===== config.mk =====
export PLATFORM = sky130hd
export DESIGN_NAME = rgb_to_hsv_pixel
export DESIGN_NICKNAME = d
export VERILOG_FILES = /design/src/rtl/rth_pkg.sv /design/src/rtl/rth_prep.sv /design/src/rtl/rth_div_pipe.sv /design/src/rtl/rgb_to_hsv_pixel.sv
export VERILOG_INCLUDE_DIRS = /design/src /design/src/rtl
export SDC_FILE = /design/constraint.sdc
export NUM_CORES = 1
export LEC_CHECK = 0
export BUFFER_PORTS_ARGS = -buffer_cell sky130_fd_sc_hd__buf_4
export CAP_MARGIN = 5
export CORE_MARGIN = 5
export CORE_UTILIZATION = 45
export DETAILED_ROUTE_END_ITERATION = 16
export GPL_ROUTABILITY_DRIVEN = 0
export HOLD_SLACK_MARGIN = 0.08
export RECOVER_POWER = 100
export SETUP_SLACK_MARGIN = 0.05
export SLEW_MARGIN = 0
export SYNTH_ARGS = -nofsm -noshare
export SYNTH_HDL_FRONTEND = slang
export SYNTH_SLANG_ARGS = --single-unit
export TNS_END_PERCENT = 20

===== constraint.sdc =====
create_clock -name clk -period 10.79 [get_ports clk]
set_input_delay 2.158 -clock clk [delete_from_list [all_inputs] [get_ports clk]]
set_output_delay 2.158 -clock clk [all_outputs]
set_load 0.03 [all_outputs]

===== src/rtl/rgb_to_hsv_pixel_defines.svh =====
// ============================================================================
// RGB to HSV pixel converter: assertion macros
// Shared assertion forms, clocked on clk and held off while rst_n is low.
// ============================================================================
`ifndef RGB_TO_HSV_PIXEL_DEFINES_SVH
`define RGB_TO_HSV_PIXEL_DEFINES_SVH

// A property that must hold at every clock edge out of reset.
`define RTH_ASSERT(label, prop, msg) \
    label: assert property (@(posedge clk) disable iff (!rst_n) (prop)) \
        else $error(msg);

// A condition in one cycle that implies a consequence in the next cycle.
`define RTH_ASSERT_NEXT(label, ante, cons, msg) \
    label: assert property (@(posedge clk) disable iff (!rst_n) (ante) |=> (cons)) \
        else $error(msg);

`endif


===== src/rtl/rth_pkg.sv =====
// ============================================================================
// RGB to HSV pixel converter: package
// Widths, the divider lane types and the single restoring division step.
// ============================================================================
package rth_pkg;

    localparam int PIX_W = 8;              // one color channel
    localparam int QUO_W = 8;              // quotient bits of both divisions
    localparam int QIDX_W = $clog2(QUO_W); // index of one quotient bit
    localparam int NUM_W = 17;             // dividend, holds 85 * 1530
    localparam int DEN_W = PIX_W + 1;      // divisor, holds 2 * delta

    typedef struct packed {
        logic [NUM_W-1:0] rem;
        logic [DEN_W-1:0] den;
        logic [QUO_W-1:0] quo;
    } div_lane_t;

    typedef struct packed {
        div_lane_t        hue;
        div_lane_t        sat;
        logic [PIX_W-1:0] brightness;
    } div_stage_t;

    // One restoring step: try to take den * 2^shift from the remainder.
    function automatic div_lane_t div_step(input div_lane_t lane, input int shift);
        logic [NUM_W:0]    shifted;
        logic [NUM_W:0]    trial;
        logic [QIDX_W-1:0] qbit;
        div_lane_t         res;
        qbit    = QIDX_W'(shift);
        shifted = {{(NUM_W + 1 - DEN_W){1'b0}}, lane.den} << shift;
        trial   = {1'b0, lane.rem} - shifted;
        res     = lane;
        if (!trial[NUM_W])
        begin
            res.rem       = trial[NUM_W-1:0];
            res.quo[qbit] = 1'b1;
        end
        return res;
    endfunction

endpackage


===== src/rtl/rth_prep.sv =====
// ============================================================================
// RGB to HSV pixel converter: front end
// Three stages: channel compare, sector angle, and the two dividends.
// ============================================================================
module rth_prep
(
    input  logic                       clk,
    input  logic                       rst_n,
    input  logic                       in_valid,
    output logic                       in_ready,
    input  logic [rth_pkg::PIX_W-1:0]  red,
    input  logic [rth_pkg::PIX_W-1:0]  green,
    input  logic [rth_pkg::PIX_W-1:0]  blue,
    output logic                       out_valid,
    input  logic                       out_ready,
    output rth_pkg::div_stage_t        out_data
);
    import rth_pkg::*;

    typedef enum logic [1:0] {
        SECT_RED,
        SECT_GREEN,
        SECT_BLUE
    } sector_t;

    // Stage A: largest, smallest, sector and channel difference.
    logic                     a_valid_reg;
    logic [PIX_W-1:0]         a_mx_reg;
    logic [PIX_W-1:0]         a_mn_reg;
    sector_t                  a_sector_reg;
    logic signed [PIX_W:0]    a_k_reg;
    logic [PIX_W-1:0]         a_mx_next;
    logic [PIX_W-1:0]         a_mn_next;
    sector_t                  a_sector_next;
    logic signed [PIX_W:0]    a_k_next;

    // Stage B: delta and the angle in units of 60 degrees over delta.
    logic                     b_valid_reg;
    logic [PIX_W-1:0]         b_mx_reg;
    logic [PIX_W-1:0]         b_delta_reg;
    logic [10:0]              b_x_reg;
    logic [PIX_W-1:0]         b_delta_next;
    logic [10:0]              b_x_next;

    // Stage C: dividends and divisors for both divisions.
    logic                     c_valid_reg;
    div_stage_t               c_data_reg;
    div_stage_t               c_data_next;

    logic                     a_ready;
    logic                     b_ready;
    logic                     c_ready;

    logic signed [11:0]       k_ext;
    logic signed [11:0]       base;
    logic signed [11:0]       six_d;
    logic signed [11:0]       x_sum;
    logic signed [11:0]       x_wrap;

    assign c_ready  = !c_valid_reg || out_ready;
    assign b_ready  = !b_valid_reg || c_ready;
    assign a_ready  = !a_valid_reg || b_ready;
    assign in_ready = a_ready;

    // Ties favor red, then green, as the sector formula expects.
    always_comb
    begin
        if (red >= green && red >= blue)
        begin
            a_mx_next     = red;
            a_sector_next = SECT_RED;
            a_k_next      = $signed({1'b0, green}) - $signed({1'b0, blue});
        end
        else if (green >= blue)
        begin
            a_mx_next     = green;
            a_sector_next = SECT_GREEN;
            a_k_next      = $signed({1'b0, blue}) - $signed({1'b0, red});
        end
        else
        begin
            a_mx_next     = blue;
            a_sector_next = SECT_BLUE;
            a_k_next      = $signed({1'b0, red}) - $signed({1'b0, green});
        end
        if (red <= green && red <= blue)
            a_mn_next = red;
        else if (green <= blue)
            a_mn_next = green;
        else
            a_mn_next = blue;
    end

    always_comb
    begin
        b_delta_next = a_mx_reg - a_mn_reg;
        k_ext        = {{3{a_k_reg[PIX_W]}}, a_k_reg};
        six_d        = $signed({2'b00, b_delta_next, 2'b00})
                     + $signed({3'b000, b_delta_next, 1'b0});
        case (a_sector_reg)
            SECT_RED:   base = '0;
            SECT_GREEN: base = $signed({3'b000, b_delta_next, 1'b0});
            SECT_BLUE:  base = $signed({2'b00, b_delta_next, 2'b00});
            default:    base = '0;
        endcase
        x_sum  = k_ext + base;
        x_wrap = k_ext + six_d;
        // Only the red sector can go negative; it wraps by a full turn.
        if (x_sum[11])
            b_x_next = x_wrap[10:0];
        else
            b_x_next = x_sum[10:0];
    end

    // Hue = floor(85 * x / (2 * delta)); a gray or black pixel divides
    // a zero dividend by a nonzero stand-in so the quotient comes out zero.
    always_comb
    begin
        c_data_next.hue.rem = {b_x_reg, 6'b0} + {2'b0, b_x_reg, 4'b0}
                            + {4'b0, b_x_reg, 2'b0} + {6'b0, b_x_reg};
        c_data_next.hue.den = (b_delta_reg == '0) ? DEN_W'(2) : {b_delta_reg, 1'b0};
        c_data_next.hue.quo = '0;
        c_data_next.sat.rem = {1'b0, b_delta_reg, 8'b0} - {9'b0, b_delta_reg};
        c_data_next.sat.den = (b_mx_reg == '0) ? DEN_W'(1) : {1'b0, b_mx_reg};
        c_data_next.sat.quo = '0;
        c_data_next.brightness = b_mx_reg;
    end

    always_ff @(posedge clk or negedge rst_n)
    begin
        if (!rst_n)
        begin
            a_valid_reg <= 1'b0;
            b_valid_reg <= 1'b0;
            c_valid_reg <= 1'b0;
        end
        else
        begin
            if (a_ready)
                a_valid_reg <= in_valid;
            if (b_ready)
                b_valid_reg <= a_valid_reg;
            if (c_ready)
                c_valid_reg <= b_valid_reg;
        end
    end

    always_ff @(posedge clk)
    begin
        if (a_ready && in_valid)
        begin
            a_mx_reg     <= a_mx_next;
            a_mn_reg     <= a_mn_next;
            a_sector_reg <= a_sector_next;
            a_k_reg      <= a_k_next;
        end
        if (b_ready && a_valid_reg)
        begin
            b_mx_reg    <= a_mx_reg;
            b_delta_reg <= b_delta_next;
            b_x_reg     <= b_x_next;
        end
        if (c_ready && b_valid_reg)
            c_data_reg <= c_data_next;
    end

    assign out_valid = c_valid_reg;
    assign out_data  = c_data_reg;

endmodule


===== src/rtl/rth_div_pipe.sv =====
// ============================================================================
// RGB to HSV pixel converter: divider pipeline
// Two restoring dividers side by side, one quotient bit per stage.
// ============================================================================
module rth_div_pipe
(
    input  logic                       clk,
    input  logic                       rst_n,
    input  logic                       in_valid,
    output logic                       in_ready,
    input  rth_pkg::div_stage_t        in_data,
    output logic                       out_valid,
    input  logic                       out_ready,
    output logic [rth_pkg::QUO_W-1:0]  hue,
    output logic [rth_pkg::QUO_W-1:0]  saturation,
    output logic [rth_pkg::PIX_W-1:0]  brightness
);
    import rth_pkg::*;

    `include "rgb_to_hsv_pixel_defines.svh"

    localparam int LAST = QUO_W - 1;

    logic       valid_reg  [QUO_W];
    div_stage_t stage_reg  [QUO_W];
    div_stage_t stage_next [QUO_W];
    logic       vld_in     [QUO_W];
    div_stage_t data_in    [QUO_W];
    logic       rdy        [QUO_W+1];

    assign rdy[QUO_W] = out_ready;

    for (genvar j = 0; j < QUO_W; j++)
    begin : g_stage
        if (j == 0)
        begin : g_first
            assign vld_in[j]  = in_valid;
            assign data_in[j] = in_data;
        end
        else
        begin : g_rest
            assign vld_in[j]  = valid_reg[j-1];
            assign data_in[j] = stage_reg[j-1];
        end

        assign rdy[j] = !valid_reg[j] || rdy[j+1];

        // Stage j settles quotient bit QUO_W-1-j of both lanes.
        always_comb
        begin
            stage_next[j]     = data_in[j];
            stage_next[j].hue = div_step(data_in[j].hue, QUO_W - 1 - j);
            stage_next[j].sat = div_step(data_in[j].sat, QUO_W - 1 - j);
        end

        always_ff @(posedge clk or negedge rst_n)
        begin
            if (!rst_n)
                valid_reg[j] <= 1'b0;
            else if (rdy[j])
                valid_reg[j] <= vld_in[j];
        end

        always_ff @(posedge clk)
        begin
            if (rdy[j] && vld_in[j])
                stage_reg[j] <= stage_next[j];
        end
    end

    assign in_ready   = rdy[0];
    assign out_valid  = valid_reg[LAST];
    assign hue        = stage_reg[LAST].hue.quo;
    assign saturation = stage_reg[LAST].sat.quo;
    assign brightness = stage_reg[LAST].brightness;

    // A finished division leaves a remainder below its divisor.
    `RTH_ASSERT(a_hue_rem, !valid_reg[LAST] || (stage_reg[LAST].hue.rem < {8'b0, stage_reg[LAST].hue.den}), "hue remainder not below divisor")
    `RTH_ASSERT(a_sat_rem, !valid_reg[LAST] || (stage_reg[LAST].sat.rem < {8'b0, stage_reg[LAST].sat.den}), "saturation remainder not below divisor")
    `RTH_ASSERT_NEXT(a_enter, in_valid && rdy[0], valid_reg[0], "accepted transfer missing from first stage")
    `RTH_ASSERT_NEXT(a_hold, valid_reg[LAST] && !out_ready, valid_reg[LAST] && $stable(stage_reg[LAST]), "stalled result changed")

endmodule


===== src/rtl/rgb_to_hsv_pixel.sv =====
// Pipeline: 3 front-end stages, then 8 divider stages, one quotient bit each;
// each input transfer passes through all of them in that order to its result.
// Throughput: one pixel per cycle unless the output stalls; every stage has its
// own valid bit and a stall only holds the stages that are full, so bubbles close up.
// Reset (rst_n low) clears all valid bits at once; no pixel data is reset.
// ============================================================================
// RGB to HSV pixel converter
// Streams 8-bit RGB pixels in and 8-bit hue, saturation and value out.
// ============================================================================
module rgb_to_hsv_pixel
(
    input  logic        clk,
    input  logic        rst_n,
    input  logic        s_axis_tvalid,
    output logic        s_axis_tready,
    input  logic [23:0] s_axis_tdata,   // red [7:0], green [15:8], blue [23:16]
    output logic        m_axis_tvalid,
    input  logic        m_axis_tready,
    output logic [23:0] m_axis_tdata    // hue [7:0], saturation [15:8], brightness [23:16]
);
    import rth_pkg::*;

    logic                 prep_valid;
    logic                 prep_ready;
    div_stage_t           prep_data;
    logic [QUO_W-1:0]     hue;
    logic [QUO_W-1:0]     saturation;
    logic [PIX_W-1:0]     brightness;

    rth_prep u_prep
    (
        .clk       (clk),
        .rst_n     (rst_n),
        .in_valid  (s_axis_tvalid),
        .in_ready  (s_axis_tready),
        .red       (s_axis_tdata[7:0]),
        .green     (s_axis_tdata[15:8]),
        .blue      (s_axis_tdata[23:16]),
        .out_valid (prep_valid),
        .out_ready (prep_ready),
        .out_data  (prep_data)
    );

    rth_div_pipe u_div
    (
        .clk        (clk),
        .rst_n      (rst_n),
        .in_valid   (prep_valid),
        .in_ready   (prep_ready),
        .in_data    (prep_data),
        .out_valid  (m_axis_tvalid),
        .out_ready  (m_axis_tready),
        .hue        (hue),
        .saturation (saturation),
        .brightness (brightness)
    );

    assign m_axis_tdata = {brightness, saturation, hue};

endmodule

==> reports/qor.yml, run 1 <==
synth:
  yosysTopAreaCell: "edfxtp_1"
  ys.flop_type: "edfxtp_1"
  synth.avg_cell_area_sq_um: 12.66
  synth_edf_count: 590
  synth_area_leaders: "edfxtp_1 (59%), ha_1 (8.7%), inv_1 (2.9%), o21ai_0 (2.6%), fa_1 (2.4%)"
  ys_seq_area_share_pct: 59.52
  ys_async_sr_fraction_pct: 1.830
  yosys_warnings: 0
  yosysUniqueCellTypes: 77
  synth_seq_cells: 601
  yosysMostFrequentCell: "edfxtp_1"
  synth.top_cell.area_share_pct: 58.61
  syn_nets: 2660
  netlist_area_sq_um: 30230
  synthCells: 2387
  synth_commonest_cells: "edfxtp_1 (590), inv_1 (234), ha_1 (209)"
floorplanning:
  ios: 54
  die_y_microns: 269.2
  std_cell_rows: 95
  core-area_sq_um: 66920
  initial_core_util_pct: 45.17
  dieWidth_microns: 269.2
  die-area_sq_um: 72460
setup_path:
  max_stage_delay_ns: 0.32
  end_kind: "output port"
  r2r_start: "u_prep.a_mx_reg[0]"
  crit_path_start_kind: "input pin"
  cp_max_fo: 5
  worstPathCellList: "clkbuf_4 -> nor2b_1 -> nand3_1 -> nor2_1 -> nand2_1 -> nor2_1 -> nand2_1 -> clkbuf_1"
  startpoint: "m_axis_tready"
  crit_arrival_ns: 3.77
  slowest_stage: "nor2_1"
  worstPathRequired_ns: 8.63
  path_class: "in -> out"
placed_design:
  io_buffers: 53
  dp_cells: 3282
  place_area_sq_um: 31660
  post-place-ws_ns: 4.911
  dp_hpwl_microns: 36420
finish:
  diodes: 0
  largest_reg_flops: 479
  syn2layout_area_growth_pct: 10.40
  instances_no_fill: 3395
  fin_nets: 2745
  drive_gt1_share_pct: 6.860
  final_area_sq_um: 33370
detailed_routing:
  drt_iter0_drc: 1148
  ant_nets: 0
  wirelength_microns: 48690
  vias: 17430
  wl_per_cell_microns: 14.34
  drc: 0
  dr.pass1.iters: 6
  routed_via_density: 5.135
sta:
  setup_ws_ns: 4.860
  fin_worst_skew_ns: 0.02215
  finalCritPeriodShare_pct: 54.96
  finalHoldViolCount: 0
  holdWs_ns: 0.4015
  timing.setup.tns_ns: 0
  fmax_ghz: 0.1686
  worstMarginPinSlew_ns: 3.532
  setup_viol: 0
  period_minus_slack_ns: 5.930
  maxSlewHeadroom_pct: -135.4
  slew_viol_final: 622
  grt_setup_unrepaired: "no"
power:
  combPwrFrac_pct: 41.4
  p_leak_nw: 12.89
  irDropWorstVdd_uv: 198.2
  p_clk_share_pct: 18.9
  seqPwrFrac_pct: 39.7
  power.density_nw_per_um2: 317.6
  p_int_mw: 6.947
  p_sw_mw: 3.653
  switching_share_pct: 34.46
global_route:
  grt_usage_pct: 13.32
  first_global_vias: 17940
  grt_pass1_wl_microns: 83630
  gr-total-overflow: 0
  grt_max_degree: 70
  antenna_found_initial: 0
clocking:
  numCtsBuffers: 61
  htree_levels: 2
  root_buffer: "clkbuf_16"
  clk_pin_slew_ns: 0.06
  insertion_delay_ns: 0.62
  cts_tree: "built"
  ctsResizeCount: 0
  ctsHoldBuffers: 0
  cts_buffer_depth: 3
  postCtsSetupBuffers: 0
  cts_sinks: 601
job:
  max_cap_viol_count: 12
worst_hold_path:
  worstHoldStart: "u_div.stage_reg[0][215]"
  hold_path_class: "reg -> reg"
run_status:
  status: "finished, violations left"
  violations: "capacitance limit, slew limit"
-- worst paths after layout --
kind	depth (start not counted)	to	slack (ns)
worst max register to register	18	u_prep.b_x_reg[1]	5.65
worst max-delay path	8	s_axis_tready	4.86
min in group asynchronous	1	u_div.valid_reg[5]	1.52
worst min-delay path	0	u_div.stage_reg[0][291]	0.40
worst min register to register	0	u_div.stage_reg[0][291]	0.40
max in group asynchronous	1	u_div.out_valid	8.87
-- logic make-up (layout without fill, tap and decap cells) --
family	Yosys count	count (layout)	share of synthesized area [%]
buf+inv	275	410	3.473
compound gates	469	469	9.851
fa+ha+maj	245	245	11.03
xor+xnor	145	145	4.226
simple gates	585	585	9.520
other cells	1	1	0.01241
mux	66	66	2.363
flops	601	601	59.52
-- power by group through the flow --
| stage | Clock (mW) | Combinational, mW | Sequential [mW] |
|---|---|---|---|
| final | 2.00 | 4.38 | 4.21 |
| after global routing | 2.17 | 5.00 | 4.31 |
| after CTS | 2.07 | 4.45 | 4.19 |
| after detailed placement | 0 | 4.42 | 4.23 |
| after global placement | 0 | 4.26 | 4.21 |
| after floorplan | 0 | 3.54 | 4.13 |
-- worst max-delay path, delay by kind of cell --
| family | cells | cell delay, ns |
|---|---|---|
| buffers and inverters | 2 | 0.33 |
| and+or+nand+nor | 6 | 1.29 |
-- per-stage QoR --
stage,power (mW),utilization [%]
finish,10.60,49.87
global route,11.49,49.87
CTS,10.71,50.20
detailed placement,8.649,47.31
global placement,8.467,47.31
floorplan,7.674,-
-- layout by cell type (no fill, tap or decap), types with 9 or more instances in the layout --
cell type / synthesis / routed
dfrtp_1: 11 / 11
nor2_1: 156 / 156
nor2b_1: 53 / 50
a21o_1: 32 / 32
ha_1: 209 / 209
o31ai_1: 19 / 20
mux2_2: 42 / 36
fa_1: 36 / 36
nor4_1: 20 / 20
clkinv_1: 0 / 14
clkbuf_1: 26 / 55
o21ai_0: 156 / 159
edfxtp_1: 590 / 590
nand4_1: 9 / 9
clkinv_2: 0 / 10
xor2_1: 68 / 69
a211oi_1: 14 / 15
nand3_1: 26 / 26
mux2i_1: 23 / 23
a21oi_1: 105 / 106
o31a_1: 16 / 16
or3_1: 12 / 12
nand2b_1: 43 / 43
clkbuf_16: 0 / 61
or2_2: 16 / 16
xnor2_1: 76 / 76
nor3_1: 62 / 65
buf_4: 0 / 24
o21a_1: 46 / 46
nand2_1: 136 / 136
inv_1: 234 / 234
and3_1: 10 / 10
-- metal layers --
layer	vias up	track usage, %	share of wire [%]
met5	-	0	0
met4	0	3.983	2.6
met3	93	2.436	3.4
met2	255	24.45	51
met1	8216	16.01	43
li1	8870	-	-
-- final cells by class --
class	count	area (sq um)
tap	873	1092
multi-input combinational	1511	11150
clock inverter	34	326.6
timing repair buffer	63	330.3
clock buffer	79	1604
fill	5755	33550
sequential	601	17990
inverter	234	878.3
No activity file was read; power rests on OpenSTA's default activity.
==> inputs of run 2 (changes only) <==
ABC_AREA = 1   (was default)
clock period = 5.5 ns   (was 10.79 ns; I/O delays follow)
==> run 2 against run 1 <==
The run still ends with capacitance limit, slew limit left. Hold slack gained 0.013 ns. Combinational power rose by 110%. Total power up 110%. Highest routed layer unchanged. Cell count rose by 25%. Non-clock buffer count stayed put. Design area increased by 6.2%. Clock-buffer cell count is 9 lower.
==> reports/qor.yml, run 2 <==
run_status:
  status: "finished, violations left"
  violations: "capacitance limit, slew limit"
sta:
  timing.setup.tns_ns: 0  # unchanged
  finalCritPeriodShare_pct: 78.65
  maxSlewHeadroom_pct: -127.6  # +7.8 points
  slew_viol_final: 534  # -14%
  setup_viol: 0  # unchanged
  finalHoldViolCount: 0  # unchanged
  worstMarginPinSlew_ns: 3.414  # -0.1174 ns
  grt_setup_unrepaired: "no"
  fmax_ghz: 0.2312
  setup_ws_ns: 1.174  # -3.685 ns
  fin_worst_skew_ns: 0.01265  # -0.009499 ns
  period_minus_slack_ns: 4.326
clocking:
  root_buffer: "clkbuf_16"
  cts_buffer_depth: 3  # unchanged
  postCtsSetupBuffers: 0  # unchanged
  clk_pin_slew_ns: 0.06  # about the same
  cts_sinks: 601  # unchanged
  ctsHoldBuffers: 0  # unchanged
  insertion_delay_ns: 0.60  # -0.02 ns
  htree_levels: 2  # unchanged
  ctsResizeCount: 0  # unchanged
  cts_tree: "built"
  numCtsBuffers: 61  # unchanged
synth:
  yosysTopAreaCell: "edfxtp_1"
  netlist_area_sq_um: 32050  # +6.0%
  yosysUniqueCellTypes: 51  # -34%
  synth.avg_cell_area_sq_um: 10.16  # -20%
  ys_seq_area_share_pct: 56.14  # -3.4 points
  syn_nets: 3429  # +29%
  synth_commonest_cells: "nand2_1 (733), edfxtp_1 (590), inv_1 (490)"
  synth_area_leaders: "edfxtp_1 (55%), nand2_1 (8.6%), ha_1 (8.2%), inv_1 (5.7%), nand3_1 (3.0%)"
  yosysMostFrequentCell: "nand2_1"
  ys.flop_type: "edfxtp_1"
  ys_async_sr_fraction_pct: 1.830  # unchanged
  yosys_warnings: 0  # unchanged
  synth_edf_count: 590  # unchanged
  synthCells: 3156  # +32%
  synth.top_cell.area_share_pct: 55.28  # -3.3 points
  synth_seq_cells: 601  # unchanged
detailed_routing:
  wirelength_microns: 58090  # +19%
  vias: 21270  # +22%
  drt_iter0_drc: 1444  # +26%
  routed_via_density: 5.020  # -2.3%
  dr.pass1.iters: 6  # unchanged
  drc: 0  # unchanged
  ant_nets: 0  # unchanged
  wl_per_cell_microns: 13.71  # -4.4%
finish:
  final_cell_mix: "nand2_1 (742), edfxtp_1 (590), inv_1 (493)"
  final_common_cell: "nand2_1"
  syn2layout_area_growth_pct: 10.61
  instances_no_fill: 4238  # +25%
  drive_gt1_share_pct: 4.397  # -2.5 points
  largest_reg_flops: 479  # unchanged
  fin_nets: 3521  # +28%
  final.fill_count: 6221  # +8.1%
  diodes: 0  # unchanged
setup_path:
  reg2reg_depth: 7  # -11
  end_kind: "flop"
  crit_path_end: "u_div.stage_reg[1][201]"
  path_class: "in -> reg"
  worstPathRequired_ns: 5.66  # -2.97 ns
  startpoint: "m_axis_tready"
  ff2ff_setup_slack_ns: 1.39  # -4.26 ns
  r2r_start: "u_div.out_valid"
  crit_arrival_ns: 4.49  # +0.72 ns
  crit_path_start_kind: "input pin"
  r2r_end: "u_div.stage_reg[1][201]"
  cp_max_fo: 44  # +39
placed_design:
  dp_cells: 4125  # +26%
  io_buffers: 53  # unchanged
  post-place-ws_ns: 1.520  # -3.391 ns
  dp_hpwl_microns: 44630  # +23%
global_route:
  gr-total-overflow: 0  # unchanged
  top_usage_layer: "met2"
  grt_max_degree: 68  # -2.9%
  grt_pass1_wl_microns: 99390  # +19%
  use_met2_pct: 28.12  # +3.7 points
  antenna_found_initial: 0  # unchanged
  first_global_vias: 21680  # +21%
  use_met3_pct: 2.605  # +0.17 points
  grt_usage_pct: 15.13  # +1.8 points
  met1_usage_pct: 17.55  # +1.5 points
floorplanning:
  std_cell_rows: 97  # +2.1%
  core-area_sq_um: 70390  # +5.2%
  ios: 54  # unchanged
  dieWidth_microns: 276.9  # +2.9%
  die_y_microns: 276.9  # +2.9%
  die-area_sq_um: 76660  # +5.8%
  initial_core_util_pct: 45.53  # +0.36 points
power:
  p_int_mw: 13.72  # +98%
  p_sw_mw: 8.244  # +130%
  p_leak_nw: 15.42  # +20%
  seqPwrFrac_pct: 37.4  # -2.3 points
  irDropWorstVdd_uv: 411.0  # +110%
  combPwrFrac_pct: 42.3  # +0.9 points
  power.density_nw_per_um2: 619.6  # +95%
  p_clk_share_pct: 20.3  # +1.4 points
  switching_share_pct: 37.53  # +3.1 points
  finalPower_mw: 21.97  # +110%
job:
  max_cap_viol_count: 11  # -1
worst_hold_path:
  hold_path_class: "reg -> reg"
==> run 2: changes by cell type in the layout (fill, tap and decap cells not counted), sizes merged, moves of 22 or more <==
cell,delta
nand2,+608
inv,+262
nand3,+166
a21oi,+75
nor2,+56
nor2b,-53
mux2,-43
nand2b,-43
o21a,-42
nand4,+41
nor3,-40
mux2i,-23
xnor2,-22
==> run 2: power groups by stage <==
stage	Combinational [mW]	Clock [mW]	Sequential (mW)
after global placement	9.11	0	8.22
after CTS	9.46	4.60	8.17
final	9.30	4.46	8.21
after global routing	10.7	4.81	8.39
after detailed placement	9.39	0	8.26
after floorplan	7.37	0	8.12
==> run 2: worst min-delay path by stage <==
stage / from / endpoint / slack [ns] / depth (start not counted)
after floorplan: u_prep.out_data[0] / u_div.stage_reg[0][0] / 0.40 / 0
after global placement: u_div.stage_reg[1][14] / u_div.stage_reg[1][90] / 0.40 / 0
after detailed placement: u_div.stage_reg[0][63] / u_div.stage_reg[0][139] / 0.40 / 0
after CTS: rst_n / u_prep.a_valid_reg / 0.26 / 1
after global routing: u_div.stage_reg[0][7] / u_div.stage_reg[0][83] / 0.42 / 0
final: u_div.stage_reg[0][0] / u_div.stage_reg[0][76] / 0.41 / 0
==> run 2: layer usage <==
metal	routed length, microns	share of wire, %
met2	29640	51
met3	2237	3.9
met4	2087	3.6
met5	0	0
met1	24130	42
==> run 2: cells by family (layout without fill, tap and decap cells) <==
group | count (synthesis) | count (layout) | synth area share, %
buffers and inverters | 534 | 676 | 6.555
and+or+nand+nor | 1248 | 1248 | 16.44
adders and majority gates | 245 | 245 | 10.41
DFF | 601 | 601 | 56.14
xor gates and xnor gates | 136 | 136 | 3.716
other | 1 | 1 | 0.01170
AOI/OAI and AO/OA | 391 | 391 | 6.730
==> run 2: through the flow <==
step	hold WS (ns)	util (%)	cell area [sq um]
after floorplan	0.4003	-	32050
after global placement	0.4036	47.61	33510
after detailed placement	0.4045	47.61	33510
after CTS	0.2615	50.74	35720
after global routing	0.4222	50.36	35450
final	0.4148	50.36	35450
==> run 2: critical path: stages <==
cell and delay [ns]:
clkbuf_4 0.10, inv_1 0.04, nand2_1 0.07, inv_1 0.06, nand2_1 0.08, nand2_1 0.07
clkinv_1 0.05, clkbuf_1 1.07, clkbuf_1 1.80
==> run 2: final cells by class <==
| cell class | count | area [sq um] | share of cell area, % |
|---|---|---|---|
| Timing Repair Buffer | 63 | 326.6 | 0.9211 |
| Multi-Input combinational cell | 2021 | 11880 | 33.50 |
| Clock buffer | 70 | 1570 | 4.429 |
| Sequential cell | 601 | 17990 | 50.75 |
| Tap cell | 940 | 1176 | 3.317 |
| Inverter | 500 | 1878 | 5.297 |
| Clock inverter | 43 | 633.1 | 1.786 |
==> inputs of run 3 (changes only) <==
clock period = 4.38 ns   (was 5.5 ns; I/O delays follow)
==> run 3 against run 2 <==
The flow still finishes with violations (capacitance limit, slew limit). Flip-flop and latch count unchanged. Utilization up 0.085 points. Hold slack worse by 0.010 ns. Critical path depth up 8. Cell count up 0.14%.
==> reports/qor.yml, run 3 (same netlist as run 2, synthesis figures left out) <==
clocking:
  insertion_delay_ns: 0.60  # about the same
  clk_pin_slew_ns: 0.06  # about the same
  htree_levels: 3  # +1
  root_buffer: "clkbuf_16"
  ctsResizeCount: 0  # unchanged
  cts_buffer_depth: 3  # unchanged
  cts_tree: "built"
  numCtsBuffers: 66  # +8.2%
  cts_sinks: 601  # unchanged
run_status:
  status: "finished, violations left"
  violations: "capacitance limit, slew limit"
setup_path:
  crit_path_start_kind: "flop"
  end_kind: "flop"
  worstPathCellList: "inv_1 -> ha_1 -> inv_1 -> fa_1 -> nand3_1 -> nand3_1 -> xor2_1 -> inv_1 -> o22ai_1 -> ha_1 -> nand2_1 -> a21oi_1 -> o21ai_0 -> nand4_1 -> nand2_1 -> nand2_1 -> nand2_1"
  slowest_stage: "fa_1"
  path_class: "reg -> reg"
  reg2reg_depth: 17  # +10
  worstPathRequired_ns: 4.82  # -0.84 ns
  cp_common_cell: "nand2_1"
  cp_max_fo: 11  # -75%
  crit_family: "simple AND/OR/NAND/NOR gates"
  r2r_start: "u_prep.a_mx_reg[0]"
  r2r_end: "u_prep.b_x_reg[9]"
  crit_arrival_ns: 4.26  # -0.23 ns
  crit_buf_inv: 3  # -3
  ff2ff_setup_slack_ns: 0.56  # -0.83 ns
  max_stage_delay_ns: 0.42  # -1.38 ns
global_route:
  antenna_found_initial: 0  # unchanged
  grt_pass1_wl_microns: 99820  # +0.42%
  first_global_vias: 21630  # -0.21%
  grt_usage_pct: 15.28  # +0.15 points
  grt_max_degree: 72  # +5.9%
  gr-total-overflow: 0  # unchanged
detailed_routing:
  drt_iter0_drc: 1401  # -3.0%
  vias: 21260  # -0.085%
  ant_nets: 0  # unchanged
  routed_via_density: 5.008  # -0.23%
  dr.pass1.iters: 6  # unchanged
  wl_per_cell_microns: 13.91  # +1.4%
  wirelength_microns: 59020  # +1.6%
  drc: 0  # unchanged
sta:
  fin_worst_skew_ns: 0.02639  # +0.01374 ns
  setup_viol: 0  # unchanged
  finalCritPeriodShare_pct: 87.15
  worstMarginPinSlew_ns: 1.746  # -1.668 ns
  grt_setup_unrepaired: "no"
  maxSlewHeadroom_pct: -16.41  # +110 points
  slew_viol_final: 279  # -48%
  fmax_ghz: 0.2620
  period_minus_slack_ns: 3.817
  finalHoldViolCount: 0  # unchanged
floorplanning:
  initial_core_util_pct: 45.53  # unchanged
  die_y_microns: 276.9  # unchanged
  core-area_sq_um: 70390  # unchanged
  die-area_sq_um: 76660  # unchanged
  dieWidth_microns: 276.9  # unchanged
  ios: 54  # unchanged
  std_cell_rows: 97  # unchanged
job:
  max_cap_viol_count: 7  # -4
finish:
  final.fill_count: 6208  # -0.21%
  fin_nets: 3526  # +0.14%
  diodes: 0  # unchanged
  drive_gt1_share_pct: 4.570  # +0.17 points
  instances_no_fill: 4244  # +0.14%
  largest_reg_flops: 479  # unchanged
  syn2layout_area_growth_pct: 10.80
  final_cell_mix: "nand2_1 (741), edfxtp_1 (590), inv_1 (494)"
  final_common_cell: "nand2_1"
placed_design:
  dp_hpwl_microns: 45260  # +1.4%
  dp_cells: 4124  # -0.024%
  io_buffers: 53  # unchanged
worst_hold_path:
  worstHoldStart: "u_div.stage_reg[0][2]"
  hold_end: "u_div.stage_reg[0][78]"
  hold_path_class: "reg -> reg"
  holdPathStages: 0  # unchanged
power:
  irDropWorstVdd_uv: 570.4  # +39%
  power.density_nw_per_um2: 780.5  # +26%
  p_leak_nw: 15.47  # +0.33%
  finalPower_mw: 27.72  # +26%
[run 3: cell count changes in the layout (fill, tap and decap cells not counted), sizes merged]
cell / change
inv: +3
dlygate4sd3: +1
bufinv: -6
clkbuf: +14
clkinv: -3
clkinvlp: -3
[run 3: stage by stage]
stage               area, sq um  TNS (ns)  hold WS, ns  util [%]  worst slack, ns
floorplan                 32050    -2.664       0.4003         -         -0.04098
global placement          33520         0       0.4019     47.62           0.8155
detailed placement        33520         0       0.4045     47.62           0.6548
CTS                       35780         0       0.3986     50.83           0.6227
global route              35510         0       0.4094     50.45           0.1898
finish                    35510         0       0.4046     50.45           0.5627
[run 3: timing repair]
item                                   in CTS  in global routing
setup buffers                               0                  0
setup endpoints to repair                   0                  0
hold buffers                                1                  0
endpoints found under the hold margin       9                  0
[run 3: worst max path at each step]
stage,start,cells after the start,slack (ns),endpoint
5_1_grt,u_prep.a_mx_reg[0],17,0.19,u_prep.b_x_reg[9]
4_1_cts,u_prep.a_mx_reg[0],17,0.62,u_prep.b_x_reg[9]
6_report,u_prep.a_mx_reg[0],17,0.56,u_prep.b_x_reg[9]
2_1_floorplan,m_axis_tready,6,-0.04,u_div.stage_reg[0][228]
3_3_place_gp,u_prep.a_mx_reg[0],18,0.82,u_prep.b_x_reg[10]
3_5_place_dp,u_prep.a_mx_reg[0],17,0.65,u_prep.b_x_reg[9]
[run 3: final cells by class]
| type | count | area [sq um] | share of cell area, % |
|---|---|---|---|
| clock inverters | 34 | 484.2 | 1.363 |
| multi-input cells | 2021 | 11880 | 33.44 |
| well taps | 940 | 1176 | 3.312 |
| repair buffers | 63 | 342.8 | 0.9654 |
| clock buffers | 85 | 1764 | 4.968 |
| flip-flops and latches | 601 | 17990 | 50.66 |
| inverters | 500 | 1878 | 5.288 |
[run 3: power breakdown]
part           switching (mW)  internal [mW]  total (mW)  leakage [nW]
Sequential              0.957           9.34        10.3          5.81
Clock                    2.18           3.47        5.65          1.09
Combinational            7.39           4.37        11.8          8.57
[run 3: metal layers]
metal  vias up  GRT usage [%]  wire length [microns]
li1      10830              -                      -
met4         0          5.989                   2248
met3       154          2.639                   2122
met1      9788          17.46                  24500
met2       482          28.44                  30140
met5         -              0                      0
